===== src/hw/rtl/hmd5_pkg.sv =====
// ----------------------------------------------------------------------------
// hmd5_pkg
// Shared types, constants and round functions of the HMAC-MD5 engine.
// ----------------------------------------------------------------------------
package hmd5_pkg;

   localparam logic [31:0] IV_A = 32'h67452301;
   localparam logic [31:0] IV_B = 32'hefcdab89;
   localparam logic [31:0] IV_C = 32'h98badcfe;
   localparam logic [31:0] IV_D = 32'h10325476;
   localparam logic [31:0] IPAD_WORD = 32'h36363636;
   localparam logic [31:0] OPAD_WORD = 32'h5c5c5c5c;
   localparam logic [7:0] PAD_MARK = 8'h80;
   // Bit length of the outer message: one pad block plus the inner digest.
   localparam logic [31:0] OUTER_BITS = 32'd640;
   localparam logic [63:0] PAD_BLOCK_BITS = 64'd512;
   localparam logic [5:0] LEN_POS = 6'd56;
   localparam logic [5:0] LAST_POS = 6'd63;

   localparam logic CSR_KEY_LOW = 1'b0;
   localparam logic CSR_KEY_HIGH = 1'b1;

   typedef enum logic [1:0] {
      BLK_BUF,
      BLK_IPAD,
      BLK_OPAD,
      BLK_OFIN
   } blk_mode_type;

   typedef enum logic [1:0] {
      BYTE_MSG,
      BYTE_MARK,
      BYTE_ZERO,
      BYTE_LEN
   } byte_sel_type;

   typedef struct packed {
      logic         load_item;
      logic         clr_msg;
      logic         wr_byte;
      byte_sel_type byte_sel;
      logic [2:0]   byte_idx;
      logic         iv_load;
      logic         blk_start;
      blk_mode_type blk_mode;
      logic         outer;
      logic         round;
      logic [5:0]   rnd;
      logic         fold;
      logic         out_load;
   } cmd_type;

   typedef struct packed {
      logic [5:0] pos;
      logic [3:0] count;
      logic       last;
      logic       rsp_busy;
   } status_type;

   function automatic logic [31:0] md5_k(input logic [5:0] i);
      logic [31:0] k;
      case (i)
         6'd0: k = 32'hd76aa478;  6'd1: k = 32'he8c7b756;
         6'd2: k = 32'h242070db;  6'd3: k = 32'hc1bdceee;
         6'd4: k = 32'hf57c0faf;  6'd5: k = 32'h4787c62a;
         6'd6: k = 32'ha8304613;  6'd7: k = 32'hfd469501;
         6'd8: k = 32'h698098d8;  6'd9: k = 32'h8b44f7af;
         6'd10: k = 32'hffff5bb1; 6'd11: k = 32'h895cd7be;
         6'd12: k = 32'h6b901122; 6'd13: k = 32'hfd987193;
         6'd14: k = 32'ha679438e; 6'd15: k = 32'h49b40821;
         6'd16: k = 32'hf61e2562; 6'd17: k = 32'hc040b340;
         6'd18: k = 32'h265e5a51; 6'd19: k = 32'he9b6c7aa;
         6'd20: k = 32'hd62f105d; 6'd21: k = 32'h02441453;
         6'd22: k = 32'hd8a1e681; 6'd23: k = 32'he7d3fbc8;
         6'd24: k = 32'h21e1cde6; 6'd25: k = 32'hc33707d6;
         6'd26: k = 32'hf4d50d87; 6'd27: k = 32'h455a14ed;
         6'd28: k = 32'ha9e3e905; 6'd29: k = 32'hfcefa3f8;
         6'd30: k = 32'h676f02d9; 6'd31: k = 32'h8d2a4c8a;
         6'd32: k = 32'hfffa3942; 6'd33: k = 32'h8771f681;
         6'd34: k = 32'h6d9d6122; 6'd35: k = 32'hfde5380c;
         6'd36: k = 32'ha4beea44; 6'd37: k = 32'h4bdecfa9;
         6'd38: k = 32'hf6bb4b60; 6'd39: k = 32'hbebfbc70;
         6'd40: k = 32'h289b7ec6; 6'd41: k = 32'heaa127fa;
         6'd42: k = 32'hd4ef3085; 6'd43: k = 32'h04881d05;
         6'd44: k = 32'hd9d4d039; 6'd45: k = 32'he6db99e5;
         6'd46: k = 32'h1fa27cf8; 6'd47: k = 32'hc4ac5665;
         6'd48: k = 32'hf4292244; 6'd49: k = 32'h432aff97;
         6'd50: k = 32'hab9423a7; 6'd51: k = 32'hfc93a039;
         6'd52: k = 32'h655b59c3; 6'd53: k = 32'h8f0ccc92;
         6'd54: k = 32'hffeff47d; 6'd55: k = 32'h85845dd1;
         6'd56: k = 32'h6fa87e4f; 6'd57: k = 32'hfe2ce6e0;
         6'd58: k = 32'ha3014314; 6'd59: k = 32'h4e0811a1;
         6'd60: k = 32'hf7537e82; 6'd61: k = 32'hbd3af235;
         6'd62: k = 32'h2ad7d2bb; 6'd63: k = 32'heb86d391;
         default: k = 32'h0;
      endcase
      return k;
   endfunction

   function automatic logic [4:0] md5_s(input logic [5:0] i);
      logic [4:0] s;
      case ({i[5:4], i[1:0]})
         4'd0: s = 5'd7;   4'd1: s = 5'd12;  4'd2: s = 5'd17;  4'd3: s = 5'd22;
         4'd4: s = 5'd5;   4'd5: s = 5'd9;   4'd6: s = 5'd14;  4'd7: s = 5'd20;
         4'd8: s = 5'd4;   4'd9: s = 5'd11;  4'd10: s = 5'd16; 4'd11: s = 5'd23;
         4'd12: s = 5'd6;  4'd13: s = 5'd10; 4'd14: s = 5'd15; 4'd15: s = 5'd21;
         default: s = 5'd0;
      endcase
      return s;
   endfunction

   // Message word index; only the low four bits of the round matter mod 16.
   function automatic logic [3:0] md5_g(input logic [5:0] i);
      logic [3:0] g;
      case (i[5:4])
         2'd0: g = i[3:0];
         2'd1: g = 4'(i[3:0] * 4'd5 + 4'd1);
         2'd2: g = 4'(i[3:0] * 4'd3 + 4'd5);
         2'd3: g = 4'(i[3:0] * 4'd7);
         default: g = 4'd0;
      endcase
      return g;
   endfunction

   function automatic logic [31:0] md5_f(input logic [1:0] q, input logic [31:0] b,
                                        input logic [31:0] c, input logic [31:0] d);
      logic [31:0] f;
      case (q)
         2'd0: f = (b & c) | (~b & d);
         2'd1: f = (b & d) | (c & ~d);
         2'd2: f = b ^ c ^ d;
         2'd3: f = c ^ (b | ~d);
         default: f = 32'h0;
      endcase
      return f;
   endfunction

endpackage


===== src/hw/rtl/hmd5_datapath.sv =====
// ----------------------------------------------------------------------------
// hmd5_datapath
// Block buffer, chaining values, MD5 round unit and result register.
// ----------------------------------------------------------------------------
module hmd5_datapath #(
   parameter int BYTES_PER_ITEM = 8
) (
   input  logic                 clock,
   input  logic                 reset,
   input  hmd5_pkg::cmd_type    cmd,
   output hmd5_pkg::status_type status,
   input  logic                 csr_we,
   input  logic                 csr_index,
   input  logic [63:0]          csr_wdata,
   input  logic [63:0]          req_data_word,
   input  logic [3:0]           req_valid_bytes,
   input  logic                 req_last,
   output logic                 rsp_valid,
   input  logic                 rsp_stall,
   output logic [63:0]          rsp_digest_low,
   output logic [63:0]          rsp_digest_high
);

   localparam logic [3:0] MaxBytes = 4'(BYTES_PER_ITEM);

   logic [63:0] key_low_ff, key_high_ff;
   logic [63:0] data_ff;
   logic [3:0]  count_ff;
   logic        last_ff;
   logic [31:0] wbuf_ff [16];
   logic [5:0]  pos_ff;
   logic [63:0] bits_ff;
   logic [31:0] hi_ff [4];
   logic [31:0] ho_ff [4];
   logic [31:0] a_ff, b_ff, c_ff, d_ff;
   hmd5_pkg::blk_mode_type mode_ff;
   logic        outer_ff;
   logic        rsp_valid_ff;
   logic [127:0] digest_ff;

   logic [63:0] len_in;
   logic [7:0]  byte_in;
   logic [3:0]  g;
   logic [31:0] m, t, rot;
   logic [63:0] rot_wide;
   logic [31:0] pad_word;
   logic [31:0] key_word;

   always_comb begin
      len_in = (bits_ff + hmd5_pkg::PAD_BLOCK_BITS) >> {pos_ff[2:0], 3'b000};
      case (cmd.byte_sel)
         hmd5_pkg::BYTE_MSG:  byte_in = data_ff[{cmd.byte_idx, 3'b000} +: 8];
         hmd5_pkg::BYTE_MARK: byte_in = hmd5_pkg::PAD_MARK;
         hmd5_pkg::BYTE_ZERO: byte_in = 8'h00;
         hmd5_pkg::BYTE_LEN:  byte_in = len_in[7:0];
         default:             byte_in = 8'h00;
      endcase
   end

   always_comb begin
      g = hmd5_pkg::md5_g(cmd.rnd);
      case (g[1:0])
         2'd0: key_word = key_low_ff[31:0];
         2'd1: key_word = key_low_ff[63:32];
         2'd2: key_word = key_high_ff[31:0];
         2'd3: key_word = key_high_ff[63:32];
         default: key_word = 32'h0;
      endcase
      pad_word = (g < 4'd4) ? key_word : 32'h0;
      case (mode_ff)
         hmd5_pkg::BLK_BUF:  m = wbuf_ff[g];
         hmd5_pkg::BLK_IPAD: m = pad_word ^ hmd5_pkg::IPAD_WORD;
         hmd5_pkg::BLK_OPAD: m = pad_word ^ hmd5_pkg::OPAD_WORD;
         hmd5_pkg::BLK_OFIN: begin
            if (g < 4'd4) m = hi_ff[g[1:0]];
            else if (g == 4'd4) m = {24'h0, hmd5_pkg::PAD_MARK};
            else if (g == 4'd14) m = hmd5_pkg::OUTER_BITS;
            else m = 32'h0;
         end
         default: m = 32'h0;
      endcase
      t = a_ff + hmd5_pkg::md5_f(cmd.rnd[5:4], b_ff, c_ff, d_ff)
          + hmd5_pkg::md5_k(cmd.rnd) + m;
      rot_wide = {t, t} << hmd5_pkg::md5_s(cmd.rnd);
      rot = rot_wide[63:32];
   end

   always_ff @(posedge clock) begin
      if (reset) begin
         key_low_ff   <= 64'h0;
         key_high_ff  <= 64'h0;
         rsp_valid_ff <= 1'b0;
      end else begin
         if (csr_we) begin
            if (csr_index == hmd5_pkg::CSR_KEY_HIGH) key_high_ff <= csr_wdata;
            else key_low_ff <= csr_wdata;
         end
         if (cmd.out_load) rsp_valid_ff <= 1'b1;
         else if (!rsp_stall) rsp_valid_ff <= 1'b0;
      end
   end

   always_ff @(posedge clock) begin
      if (cmd.load_item) begin
         data_ff  <= req_data_word;
         count_ff <= (req_valid_bytes > MaxBytes) ? MaxBytes : req_valid_bytes;
         last_ff  <= req_last;
      end
      if (cmd.clr_msg) begin
         pos_ff  <= 6'd0;
         bits_ff <= 64'd0;
      end else if (cmd.wr_byte) begin
         wbuf_ff[pos_ff[5:2]][{pos_ff[1:0], 3'b000} +: 8] <= byte_in;
         pos_ff <= pos_ff + 6'd1;
         if (cmd.byte_sel == hmd5_pkg::BYTE_MSG) bits_ff <= bits_ff + 64'd8;
      end
      if (cmd.iv_load) begin
         if (cmd.outer) begin
            ho_ff[0] <= hmd5_pkg::IV_A; ho_ff[1] <= hmd5_pkg::IV_B;
            ho_ff[2] <= hmd5_pkg::IV_C; ho_ff[3] <= hmd5_pkg::IV_D;
         end else begin
            hi_ff[0] <= hmd5_pkg::IV_A; hi_ff[1] <= hmd5_pkg::IV_B;
            hi_ff[2] <= hmd5_pkg::IV_C; hi_ff[3] <= hmd5_pkg::IV_D;
         end
      end
      if (cmd.blk_start) begin
         mode_ff  <= cmd.blk_mode;
         outer_ff <= cmd.outer;
         if (cmd.outer) begin
            a_ff <= ho_ff[0]; b_ff <= ho_ff[1]; c_ff <= ho_ff[2]; d_ff <= ho_ff[3];
         end else begin
            a_ff <= hi_ff[0]; b_ff <= hi_ff[1]; c_ff <= hi_ff[2]; d_ff <= hi_ff[3];
         end
      end else if (cmd.round) begin
         a_ff <= d_ff;
         d_ff <= c_ff;
         c_ff <= b_ff;
         b_ff <= b_ff + rot;
      end
      if (cmd.fold) begin
         if (outer_ff) begin
            ho_ff[0] <= ho_ff[0] + a_ff; ho_ff[1] <= ho_ff[1] + b_ff;
            ho_ff[2] <= ho_ff[2] + c_ff; ho_ff[3] <= ho_ff[3] + d_ff;
         end else begin
            hi_ff[0] <= hi_ff[0] + a_ff; hi_ff[1] <= hi_ff[1] + b_ff;
            hi_ff[2] <= hi_ff[2] + c_ff; hi_ff[3] <= hi_ff[3] + d_ff;
         end
      end
      if (cmd.out_load) digest_ff <= {ho_ff[3], ho_ff[2], ho_ff[1], ho_ff[0]};
   end

   assign status.pos      = pos_ff;
   assign status.count    = count_ff;
   assign status.last     = last_ff;
   assign status.rsp_busy = rsp_valid_ff & rsp_stall;

   assign rsp_valid       = rsp_valid_ff;
   assign rsp_digest_low  = digest_ff[63:0];
   assign rsp_digest_high = digest_ff[127:64];

endmodule


===== src/hw/rtl/hmd5_ctrl.sv =====
// ----------------------------------------------------------------------------
// hmd5_ctrl
// Sequencer: byte loading, padding, block rounds and the outer hash.
// ----------------------------------------------------------------------------
module hmd5_ctrl (
   input  logic                 clock,
   input  logic                 reset,
   input  logic                 req_valid,
   output logic                 req_stall,
   output hmd5_pkg::cmd_type    cmd,
   input  hmd5_pkg::status_type status
);

   typedef enum logic [3:0] {
      S_IDLE, S_IPAD, S_BYTES, S_PAD80, S_PADZ, S_PLEN,
      S_OIV, S_OPAD, S_OFIN, S_RUN, S_FOLD, S_DONE
   } state_type;

   state_type  state_ff, state_in, ret_ff, ret_in;
   logic [5:0] rnd_ff, rnd_in;
   logic [3:0] idx_ff, idx_in;
   logic       started_ff, started_in;

   always_comb begin
      cmd        = '0;
      cmd.rnd    = rnd_ff;
      cmd.byte_idx = idx_ff[2:0];
      state_in   = state_ff;
      ret_in     = ret_ff;
      rnd_in     = rnd_ff;
      idx_in     = idx_ff;
      started_in = started_ff;
      case (state_ff)
         S_IDLE: begin
            if (req_valid) begin
               cmd.load_item = 1'b1;
               idx_in = 4'd0;
               if (!started_ff) begin
                  cmd.iv_load = 1'b1;
                  cmd.clr_msg = 1'b1;
                  started_in = 1'b1;
                  state_in = S_IPAD;
               end else begin
                  state_in = S_BYTES;
               end
            end
         end
         S_IPAD: begin
            cmd.blk_start = 1'b1;
            cmd.blk_mode = hmd5_pkg::BLK_IPAD;
            ret_in = S_BYTES;
            rnd_in = 6'd0;
            state_in = S_RUN;
         end
         S_BYTES: begin
            if (idx_ff < status.count) begin
               cmd.wr_byte = 1'b1;
               cmd.byte_sel = hmd5_pkg::BYTE_MSG;
               idx_in = idx_ff + 4'd1;
               if (status.pos == hmd5_pkg::LAST_POS) begin
                  cmd.blk_start = 1'b1;
                  cmd.blk_mode = hmd5_pkg::BLK_BUF;
                  ret_in = S_BYTES;
                  rnd_in = 6'd0;
                  state_in = S_RUN;
               end
            end else if (status.last) begin
               state_in = S_PAD80;
            end else begin
               state_in = S_IDLE;
            end
         end
         S_PAD80: begin
            cmd.wr_byte = 1'b1;
            cmd.byte_sel = hmd5_pkg::BYTE_MARK;
            state_in = S_PADZ;
            if (status.pos == hmd5_pkg::LAST_POS) begin
               cmd.blk_start = 1'b1;
               cmd.blk_mode = hmd5_pkg::BLK_BUF;
               ret_in = S_PADZ;
               rnd_in = 6'd0;
               state_in = S_RUN;
            end
         end
         S_PADZ: begin
            if (status.pos == hmd5_pkg::LEN_POS) begin
               state_in = S_PLEN;
            end else begin
               cmd.wr_byte = 1'b1;
               cmd.byte_sel = hmd5_pkg::BYTE_ZERO;
               if (status.pos == hmd5_pkg::LAST_POS) begin
                  cmd.blk_start = 1'b1;
                  cmd.blk_mode = hmd5_pkg::BLK_BUF;
                  ret_in = S_PADZ;
                  rnd_in = 6'd0;
                  state_in = S_RUN;
               end
            end
         end
         S_PLEN: begin
            cmd.wr_byte = 1'b1;
            cmd.byte_sel = hmd5_pkg::BYTE_LEN;
            if (status.pos == hmd5_pkg::LAST_POS) begin
               cmd.blk_start = 1'b1;
               cmd.blk_mode = hmd5_pkg::BLK_BUF;
               ret_in = S_OIV;
               rnd_in = 6'd0;
               state_in = S_RUN;
            end
         end
         S_OIV: begin
            cmd.iv_load = 1'b1;
            cmd.outer = 1'b1;
            state_in = S_OPAD;
         end
         S_OPAD: begin
            cmd.blk_start = 1'b1;
            cmd.blk_mode = hmd5_pkg::BLK_OPAD;
            cmd.outer = 1'b1;
            ret_in = S_OFIN;
            rnd_in = 6'd0;
            state_in = S_RUN;
         end
         S_OFIN: begin
            cmd.blk_start = 1'b1;
            cmd.blk_mode = hmd5_pkg::BLK_OFIN;
            cmd.outer = 1'b1;
            ret_in = S_DONE;
            rnd_in = 6'd0;
            state_in = S_RUN;
         end
         S_RUN: begin
            cmd.round = 1'b1;
            rnd_in = rnd_ff + 6'd1;
            if (rnd_ff == hmd5_pkg::LAST_POS) state_in = S_FOLD;
         end
         S_FOLD: begin
            cmd.fold = 1'b1;
            state_in = ret_ff;
         end
         S_DONE: begin
            // The previous digest must have left the output register first.
            if (!status.rsp_busy) begin
               cmd.out_load = 1'b1;
               started_in = 1'b0;
               state_in = S_IDLE;
            end
         end
         default: state_in = S_IDLE;
      endcase
   end

   always_ff @(posedge clock) begin
      if (reset) begin
         state_ff   <= S_IDLE;
         ret_ff     <= S_IDLE;
         rnd_ff     <= 6'd0;
         idx_ff     <= 4'd0;
         started_ff <= 1'b0;
      end else begin
         state_ff   <= state_in;
         ret_ff     <= ret_in;
         rnd_ff     <= rnd_in;
         idx_ff     <= idx_in;
         started_ff <= started_in;
      end
   end

   assign req_stall = (state_ff != S_IDLE);

   a_one_action: assert property (@(posedge clock) disable iff (reset)
      $onehot0({cmd.wr_byte, cmd.round, cmd.fold, cmd.iv_load}))
      else $error("more than one datapath action in a cycle");
   a_round_wrap: assert property (@(posedge clock) disable iff (reset)
      (state_ff == S_RUN && rnd_ff == hmd5_pkg::LAST_POS) |=> state_ff == S_FOLD)
      else $error("round counter did not end in fold");
   a_out_free: assert property (@(posedge clock) disable iff (reset)
      cmd.out_load |-> !status.rsp_busy)
      else $error("digest overwrote a stalled result");

endmodule


===== src/hw/rtl/hmac_md5_engine_core.sv =====
// ----------------------------------------------------------------------------
// hmac_md5_engine_core
// HMAC-MD5 over a streamed message with a 16-byte key in two registers.
// ----------------------------------------------------------------------------
// Usage: write the key through csr_we/csr_index/csr_wdata while idle. Send
// the message as beats on req_* (up to eight bytes per beat, count in
// req_valid_bytes, req_last on the final beat; an empty message is a single
// beat with count zero and last set). Only a last beat produces a beat on
// rsp_*, carrying the 128-bit digest.
// The first beat of a message also runs the inner key block. A beat is
// accepted, its bytes are loaded one per cycle, and it is closed; each
// filled 64-byte block pauses the loading for 64 rounds of the single
// round unit plus a fold. No new beat is taken until the sequencer is idle.
// A last beat adds padding, one or two inner blocks and two outer blocks
// before the digest appears.
// Reset clears the sequencer, the key and the output valid; the next beat
// starts a new message. A stalled digest stays in the output register and
// the block keeps accepting beats; it holds only when a new digest is ready
// before the old one was taken.
// ----------------------------------------------------------------------------
module hmac_md5_engine_core #(
   parameter int BYTES_PER_ITEM = 8
) (
   input  logic        clock,
   input  logic        reset,
   input  logic        csr_we,
   input  logic        csr_index,
   input  logic [63:0] csr_wdata,
   input  logic        req_valid,
   output logic        req_stall,
   input  logic [63:0] req_data_word,
   input  logic [3:0]  req_valid_bytes,
   input  logic        req_last,
   output logic        rsp_valid,
   input  logic        rsp_stall,
   output logic [63:0] rsp_digest_low,
   output logic [63:0] rsp_digest_high
);

   hmd5_pkg::cmd_type    cmd;
   hmd5_pkg::status_type status;

   hmd5_ctrl u_ctrl (
      .clock     (clock),
      .reset     (reset),
      .req_valid (req_valid),
      .req_stall (req_stall),
      .cmd       (cmd),
      .status    (status)
   );

   hmd5_datapath #(
      .BYTES_PER_ITEM (BYTES_PER_ITEM)
   ) u_datapath (
      .clock           (clock),
      .reset           (reset),
      .cmd             (cmd),
      .status          (status),
      .csr_we          (csr_we),
      .csr_index       (csr_index),
      .csr_wdata       (csr_wdata),
      .req_data_word   (req_data_word),
      .req_valid_bytes (req_valid_bytes),
      .req_last        (req_last),
      .rsp_valid       (rsp_valid),
      .rsp_stall       (rsp_stall),
      .rsp_digest_low  (rsp_digest_low),
      .rsp_digest_high (rsp_digest_high)
   );

endmodule


===== config.mk =====
export PLATFORM = sky130hd
export DESIGN_NAME = hmac_md5_engine_core
export DESIGN_NICKNAME = d
export VERILOG_FILES = /design/src/hw/rtl/hmd5_pkg.sv /design/src/hw/rtl/hmd5_datapath.sv /design/src/hw/rtl/hmd5_ctrl.sv /design/src/hw/rtl/hmac_md5_engine_core.sv
export SDC_FILE = /design/constraint.sdc
export NUM_CORES = 2
export LEC_CHECK = 0
export BUFFER_PORTS_ARGS = -buffer_cell sky130_fd_sc_hd__buf_2
export CAP_MARGIN = 40
export CORE_UTILIZATION = 45
export CTS_BUF_LIST = sky130_fd_sc_hd__clkbuf_4 sky130_fd_sc_hd__clkbuf_8 sky130_fd_sc_hd__clkbuf_16
export DETAILED_ROUTE_END_ITERATION = 6
export GPL_TIMING_DRIVEN = 0
export PLACE_DENSITY = 0.67
export SLEW_MARGIN = 30
export SYNTH_ARGS = -nofsm -noshare
export SYNTH_HDL_FRONTEND = slang
export SYNTH_HIERARCHICAL = 1
export SYNTH_SLANG_ARGS = --single-unit

===== constraint.sdc =====
create_clock -name clock -period 12.7 [get_ports clock]
set_input_delay 0.635 -clock clock [delete_from_list [all_inputs] [get_ports clock]]
set_output_delay 0.635 -clock clock [all_outputs]
set_load 0.005 [all_outputs]

# After elaboration in Yosys (flattened, before gate mapping)
# Memory sizes are Yosys's and may differ from the RTL's. A register that Yosys moved wholly into a read port is not among the register bits.
# Index checks and enable logic that the tools add are counted.
[word_totals] mem_bits_ro=2128 out_inout_bits=130 mem_bits_rw=768 latchBits=0 in_bits=139 mem_count=5 word_cells=231 reg_bits=546
[mem_list] memory="(name not given)" depth=64 width=32 rd=1 rd_clocked_by_memory_dff=1 wr=0 line_no="hmd5_pkg.sv:62" source="case (i)"
[mem_list] memory="u_datapath.wbuf_ff" depth=16 width=32 rd=1 rd_clocked_by_memory_dff=0 wr=1 line_no="hmd5_datapath.sv:30" source="logic [31:0] wbuf_ff [16];"
[mem_list] memory="u_datapath.hi_ff" depth=4 width=32 rd=5 rd_clocked_by_memory_dff=0 wr=4 line_no="hmd5_datapath.sv:33" source="logic [31:0] hi_ff [4];"
[mem_list] memory="u_datapath.ho_ff" depth=4 width=32 rd=4 rd_clocked_by_memory_dff=0 wr=4 line_no="hmd5_datapath.sv:34" source="logic [31:0] ho_ff [4];"
[mem_list] memory="(name not given)" depth=16 width=5 rd=1 rd_clocked_by_memory_dff=1 wr=0 line_no="hmd5_pkg.sv:102" source="case ({i[5:4], i[1:0]})"
[classes] n_reduce_logical=22 n_mux=93 shift=5 magnitude_cmp=3 addsub=20 n_div=0 multipliers=3 bitwise=24 eq_ne=36
[op_table] cell="32-bit two-way mux" count=24
[op_table] cell="32-bit adder" count=12
[op_table] cell="32-bit one-hot mux with 4 select lines" count=3
[op_table] cell="32-bit bitwise AND" count=4
[op_table] cell="32-bit OR" count=3
[op_table] cell="32-bit bitwise XOR" count=3
[op_table] cell="64-bit by 10-bit adder with 64-bit output (second input constant)" count=1
[op_table] cell="64-bit by 4-bit adder with 64-bit output (second input constant)" count=1
[op_table] cell="4-bit two-way mux" count=16
[op_table] cell="32-bit inverter" count=2
[op_table] cell="64-bit by 7-bit variable part select with 8-bit output" count=1
[op_table] cell="64-bit by 5-bit << shifter with 64-bit output" count=1
[op_table] cell="64-bit by 6-bit >> shifter with 8-bit output" count=1
[op_table] cell="4-bit one-hot mux with 10 select lines" count=1
[op_table] cell="16-bit inverter" count=2
[op_table] cell="8-bit one-hot mux with 4 select lines" count=1
[op_table] cell="8-bit by 7-bit variable shift with 32-bit output (first input constant)" count=1
[op_table] cell="8-bit by 7-bit variable part select with 32-bit output" count=1
[op_table] cell="6-bit two-way mux" count=5
[op_table] cell="6-bit one-hot mux with 5 select lines" count=1
[op_table] cell="4-bit one-hot mux with 7 select lines" count=1
[op_table] cell="1-bit two-way mux" count=25
[op_table] cell="4-bit by 3-bit == test with 1-bit output (second input constant)" count=5
[op_table] cell="4-bit == test (second input constant)" count=5
[op_table] cell="other kinds (38)" count=86

# Depth between registers and ports, before layout
[depth] ltp_word=13 depth_mapped=50 ltp_nobuf=47

# Hierarchy
# Netlist, hierarchy kept.
[modules_own_cells] module="hmd5_datapath" seq_area_each_um2=36835.3 area_each_um2=75683.8 cells_each=6920 instances=1
[modules_own_cells] module="hmd5_ctrl" seq_area_each_um2=380.4 area_each_um2=1435.1 cells_each=203 instances=1

# Worst setup path after synthesis
# OpenSTA, ideal clock, no wires.
[synth_path] kind="register -> register" from="register u_ctrl.rnd_ff[1]" to="register u_datapath.b_ff[31], data pin" period_less_slack_ns=11.834 arrival_time_ns=11.575 required_ns=12.441 setup_slack_ns=0.866 setup_ns=0.259 stages_incl_launch_ff=47 n_path_buf=6 path_cell_list="dfxtp_1 > clkbuf_1 > inv_1 > ha_1 > buf_2 > a31oi_1 > o22a_1 > buf_6 > buf_2 > clkbuf_1 > buf_1 > mux4_2 > or2_2 > o2111ai_1 > o21ai_0 > fa_1 > inv_1 > fa_1 > [... 11 more ...] > mux2_2 > o21ai_0 > o21ai_0 > a21oi_1 > ha_1 > a211oi_1 > nor2_1 > or3_1 > a41o_1 > o41ai_1 > o311ai_0 > nand2_1 > o21ai_0 > o41ai_1 > o2111ai_1 > nand2_1 > a21oi_1 > a211o_1"
[synth_via] elab_chain_len=13 word_cells_on_any_way=28 classes_between="add/sub (4); mul (3); order compare (1); eq/ne (5); shift (1); mux (9); bitwise (2); reduce/logical (1); memory (2)"
[synth_lines] element="from (decl)" line_no="hmd5_ctrl.sv:20" source="logic [5:0] rnd_ff, rnd_in;"
[synth_lines] element="from (signal assigned)" line_no="hmd5_ctrl.sv:163" source="rnd_ff <= rnd_in;"
[synth_lines] element="4-bit by 2-bit multiplier with 4-bit output / 4-bit by 3-bit multiplier with 4-bit output (equally long branches)" line_no="hmd5_pkg.sv:118, hmd5_pkg.sv:117"
[synth_lines] element="4-bit by 3-bit adder with 4-bit output / 4-bit by 1-bit adder with 4-bit output (equally long branches)" line_no="hmd5_pkg.sv:118, hmd5_pkg.sv:117"
[synth_lines] element="4-bit one-hot mux with 4 select lines (*)" line_no="hmd5_pkg.sv:115" source="case (i[5:4])"
[synth_lines] element="4-bit == test, or another cell as far along" line_no="hmd5_datapath.sv:77" source="else if (g == 4'd14) m = hmd5_pkg::OUTER_BITS;"
[synth_lines] element="10-bit two-way mux / 32-bit one-hot mux with 4 select lines (equally long branches)" line_no="hmd5_datapath.sv:77, hmd5_datapath.sv:62"
[synth_lines] element="32-bit two-way mux (on tied branches)" line_no="hmd5_datapath.sv:76, hmd5_datapath.sv:69"
[synth_lines] element="32-bit two-way mux / 16-bit inverter (equally long branches)"
[synth_lines] element="32-bit one-hot mux with 4 select lines (*)" line_no="hmd5_datapath.sv:70" source="case (mode_ff)"
[synth_lines] element="32-bit adder (*)" line_no="hmd5_datapath.sv:83" source="+ hmd5_pkg::md5_k(cmd.rnd) + m;"
[synth_lines] element="64-bit by 5-bit << shifter with 64-bit output (*)" line_no="hmd5_datapath.sv:84" source="rot_wide = {t, t} << hmd5_pkg::md5_s(cmd.rnd);"
[synth_lines] element="32-bit adder (*)" line_no="hmd5_datapath.sv:138" source="b_ff <= b_ff + rot;"
[synth_lines] element="32-bit two-way mux (*)" line_no="hmd5_datapath.sv:134" source="end else if (cmd.round) begin"
[synth_lines] element="32-bit two-way mux (*)" line_no="hmd5_datapath.sv:126" source="if (cmd.blk_start) begin"
[synth_lines] element="to (signal assigned)" line_no="hmd5_datapath.sv:130" source="a_ff <= ho_ff[0]; b_ff <= ho_ff[1]; c_ff <= ho_ff[2]; d_ff <= ho_ff[3];"
[synth_lines] element="to (signal assigned)" line_no="hmd5_datapath.sv:132" source="a_ff <= hi_ff[0]; b_ff <= hi_ff[1]; c_ff <= hi_ff[2]; d_ff <= hi_ff[3];"
[synth_lines] element="to (signal assigned)" line_no="hmd5_datapath.sv:138"
[synth_lines] element="to (decl)" line_no="hmd5_datapath.sv:35" source="logic [31:0] a_ff, b_ff, c_ff, d_ff;"
# Mark *: on every way between the ends. The rest lies on a longest branch, timed or not. The select of a mux whose other input is x is not followed.
# A chain may end at the register's enable or synchronous reset.

# Worst setup path after layout
[layout_path] from="register u_ctrl.rnd_ff[4]" to="register u_datapath.b_ff[31], data pin"
[layout_via] elab_chain_len=12 word_cells_on_any_way=30 classes_between="add/sub (4); order compare (1); eq/ne (8); shift (1); mux (10); bitwise (2); reduce/logical (2); memory (2)"
[layout_lines] element="parallel branches: the longest is 7 deep, another holds 32-bit adder"
[layout_lines] element="32-bit adder (*)" line_no="hmd5_datapath.sv:83"
[layout_lines] element="64-bit by 5-bit << shifter with 64-bit output (*)" line_no="hmd5_datapath.sv:84"
[layout_lines] element="32-bit adder (*)" line_no="hmd5_datapath.sv:138"
[layout_lines] element="32-bit two-way mux (*)" line_no="hmd5_datapath.sv:134"
[layout_lines] element="32-bit two-way mux (*)" line_no="hmd5_datapath.sv:126"
# Every way passes the cells marked *. The select of a mux whose other input is x is not followed.

==> summary by stage <==
Floorplan
Once the floorplan was initialized, standard cells occupied a little under half of the core. The total number of placement rows is between 150 and 200. The horizontal die dimension is just over 400 um. roughly 270 I/O pins were placed.

The overall die height is approximately 420 um. The die covers ~170000 sq um. The area of the placeable core is 169800 sq um.

Final layout
The combined area of the multi-input logic cells is 37940 sq um. The net count of the finished layout is between 8000 and 9000. The post-route cell area is between 80000 and 90000 sq um. The finished layout holds just over 10000 standard cells, fillers aside. The area occupied by registers is ~37000 sq um. In the final layout, the share of cells above drive strength 1 is between 10% and 20%. The layout-stage area growth over the synthesis result is 15.91%. After filler insertion, the fill cell instance count of the layout stands at approximately 15000. For this run, the share of the core covered by cells in the final layout is between 50 and 60%.

Global route
The wire length of the first global-routing pass is between 400000 and 500000 um. The number of global-route vias before repair came to 60380. Entering global routing, the biggest net connects 48 pins. In the global route stage, met3 resource usage came out at 6.833%. The initial antenna violation count is 42.

The overall routing resource usage is between 30% and 40%. The layer flagged by global routing as most heavily used is met2. The global-route track usage on met1 is 42.67%.

For this run the aggregate overflow at the end of global routing stands at 0. Global routing used 52.99% of the available met2 tracks.

Critical path
The cell count along the critical path is 43. The slowest stage of the critical path belongs to the cell fa_1. The count of cells along the worst register-to-register path is 43. The most critical setup path has its startpoint at u_ctrl/rnd_ff[4].

The reg2reg setup slack is 350 ps. By startpoint and endpoint, the worst setup path is classified as register to register. Among the stages of the critical path, the cell type that occurs most often is buf_4. For this run, the slowest stage of the critical path takes roughly 600 ps. At the worst endpoint, the required time is between 10000 and 15000 ps. Together, buffers and inverters on the worst path number 10. The worst-path maximum fanout is 10. The origin of the critical flop-to-flop path is u_ctrl/rnd_ff[4].

The reg-to-reg endpoint is u_datapath/b_ff[31]. Broken down by cell family, the worst path's largest delay share belongs to compound AO/OA/AOI/OAI gates. At the worst endpoint, the arrival time is around 13000 ps. The kind of start point of the critical path is a register. The most critical setup path has its endpoint at u_datapath/b_ff[31]. The worst setup path is captured at a register.

Route
The total via count in the routed design is between 60000 and 70000. The DRC violation count after routing is 0. Wires add up to 302800 um. After detailed routing, the average wire length per cell comes to 29.86 um.

Using the TritonRoute via totals, the vias-per-cell ratio works out to 6.304. In this run the remaining antenna-violating nets after routing total 0. The number of iterations in the first detailed-routing pass is 6. The DRC marker count from the first detailed-route iteration is 8018.

Clocking
The clock net in this run drives a total of ~1300 sinks. The H-tree depth is 4. Clock tree synthesis inserted a total of between 100 and 150 buffers. The clock transition at the registers of the reported paths is ~70 ps.

For the worst-skew pair, the clock arrives at the later sink with an insertion delay of slightly above 800 ps. The CTS tree is built. The maximum clock path buffer count is 3.

The tree is rooted in a clkbuf_16.

Logic synthesis
The adder-cell share of the synthesized area is a little under 8%. The share of synthesized area spent on multiplexers is around 10%. The synthesized netlist devotes around 14% of its cell area to compound gates.

The combinational family with the most area after synthesis is compound AO/OA/AOI/OAI gates. In this run, distinct cell masters in the synthesized netlist total a little over 80. For this run, the leading register cell type out of synthesis is edfxtp_1. The number of enable flip-flop cells after synthesis is 1096. The post-synthesis simple-gate area fraction is 12.63%. For this run, the number of Yosys warnings is 6. The share of synthesized registers carrying an async set or reset is 0%. When the netlist entered floorplanning its net count stood at just under 8000. The sequential area share after synthesis is between 40% and 50%. The XOR/XNOR share of the synthesized area is under 10%.

The synthesized netlist occupies a cell area of 77120 sq um. A synthesized cell averages around 11 sq um. The flip-flop and latch count after synthesis is 1311. The number of instances in the synthesized netlist is ~7100.

Timing
The headroom to the max-slew limit is 27.95%. For the final routed database, the setup TNS stands at 0 ps. The highest achievable clock rate is around 0.08 GHz. The number of pins exceeding their max-slew limit in the final report was 0. In the finished design, the share of the clock period the worst path needs comes to 97.28%. At the pin with the least slew margin, the transition time is between 1000 and 1500 ps.

For the final database, setup skew stands at around 40 ps. The final number of hold-violating endpoints is 0. Setup violations remaining at the end of the flow were counted as 0. After layout, the minimum clock period comes to ~12000 ps.

Place
The number of buffer cells added on primary ports is between 200 and 300. Counting tap cells, the placed design contains a total of between 9000 and 10000 instances. Detailed placement ended at an HPWL of between 200000 and 250000 um. After detailed placement, the total cell area comes to between 80000 and 90000 sq um. The last weighted congestion value of the routability-driven placer is ~1.0.

Run
The tool flagged a number of max-cap violations equal to 0.

Outcome
The run finished with clean final reports.

Hold path
The min-delay analysis places its worst path in the category input pin to register.
per-stage QoR:
step | hold slack, ps | setup slack [ps]
global route | 45.62 | -30.29
floorplan | 433.1 | 865.9
finish | 63.34 | 345.6
detailed placement | 444.9 | -3040
CTS | 5.246 | -1.445
global placement | 438.5 | -6219
sequential cells by signal (all words and copies together) (netlist names), 2 cells and up:
signal,cells
u_datapath/data_ff,64
u_datapath/a_ff,32
u_datapath/key_low_ff,64
u_datapath/hi_ff,128
u_datapath/ho_ff,128
u_datapath/d_ff,32
u_ctrl/ret_ff,4
u_ctrl/state_ff,4
u_datapath/digest_ff,128
u_datapath/key_high_ff,64
u_ctrl/idx_ff,4
u_datapath/bits_ff,61
u_datapath/pos_ff,6
u_ctrl/rnd_ff,6
u_datapath/b_ff,32
u_datapath/wbuf_ff,512
u_datapath/mode_ff,2
u_datapath/c_ff,32
u_datapath/count_ff,4
cell usage after synthesis, types with 71 or more instances:
library cell     n  share of area (%)
edfxtp_1      1096                 43
nand2_1        780                3.8
nor2_1         672                3.3
a21oi_1        622                4.0
o21ai_0        382                2.5
ha_1           360                5.8
clkbuf_1       275                1.3
mux2i_1        236                3.1
mux4_2         234                6.8
inv_1          229                1.1
xnor2_1        229                2.6
dfxtp_1        215                5.6
xor2_1         171                1.9
nand3_1        137               0.89
a211oi_1       132                1.3
a21o_1         115                1.1
nor3_1         103               0.67
nor2b_1         97               0.79
nand2b_1        89               0.72
buf_1           77               0.37
fa_1            77                2.0
a31oi_1         71               0.58
routing by layer:
metal  wire (um)  up-vias
li1            -    27750
met1      111500    31550
met2      136300     3719
met3       29650      876
met4       25210       16
met5         117        -
final cells by class:
type	instances	area share, %
clock inverters	91	1.113
plain buffers	369	1.867
clock buffers	179	4.485
diodes	35	0.09798
inverters	236	1.006
flip-flops and latches	1311	41.65
well taps	2218	3.105
repair buffers	493	4.233
multi-input cells	5207	42.45
worst min-delay path: cells and delay by family:
kind                   cells  cell delay (ps)
and+or+nand+nor            1               50
AOI/OAI and AO/OA          1               50
buffers and inverters      1              110
how the worst min path moves through the flow:
stage,from,endpoint,slack [ps],depth (start not counted)
after floorplan,u_datapath/key_high_ff[10],u_datapath/key_high_ff[10],430,2
after global placement,u_datapath/key_high_ff[26],u_datapath/key_high_ff[26],440,2
after detailed placement,u_datapath/key_low_ff[6],u_datapath/key_low_ff[6],440,2
after CTS,csr_wdata[35],u_datapath/key_low_ff[35],5,3
after global routing,csr_wdata[37],u_datapath/key_low_ff[37],50,3
final,csr_wdata[34],u_datapath/key_low_ff[34],60,3
cells in the final DEF, fill, tap and decap left out, types with 234 or more instances in the layout:
master,synthesis,layout
a21oi_1,622,616
buf_2,11,293
clkbuf_1,275,238
edfxtp_1,1096,1096
ha_1,360,359
mux2i_1,236,234
mux4_2,234,234
nand2_1,780,779
nor2_1,672,666
o21ai_0,382,370
logic make-up (layout without fill, tap and decap cells):
group,after synthesis,after routing
adders and majority gates,437,437
DFF,1311,1311
muxes,489,489
AOI/OAI and AO/OA,1708,1708
buffers and inverters,605,1368
and+or+nand+nor,2173,2173
xor gates and xnor gates,400,400
other,0,35
timing repair:
| item | in CTS | in global routing |
|---|---|---|
| pin swaps | 3 | 11 |
| resized for setup | 83 | 61 |
| endpoints found under the hold margin | 65 | 0 |
| setup buffers | 5 | 21 |
| hold buffers | 65 | 0 |
| endpoints found under the setup margin | 29 | 18 |
Power is not shown: default switching activity piles up to over one toggle a cycle in this logic, so the estimate is an artifact.
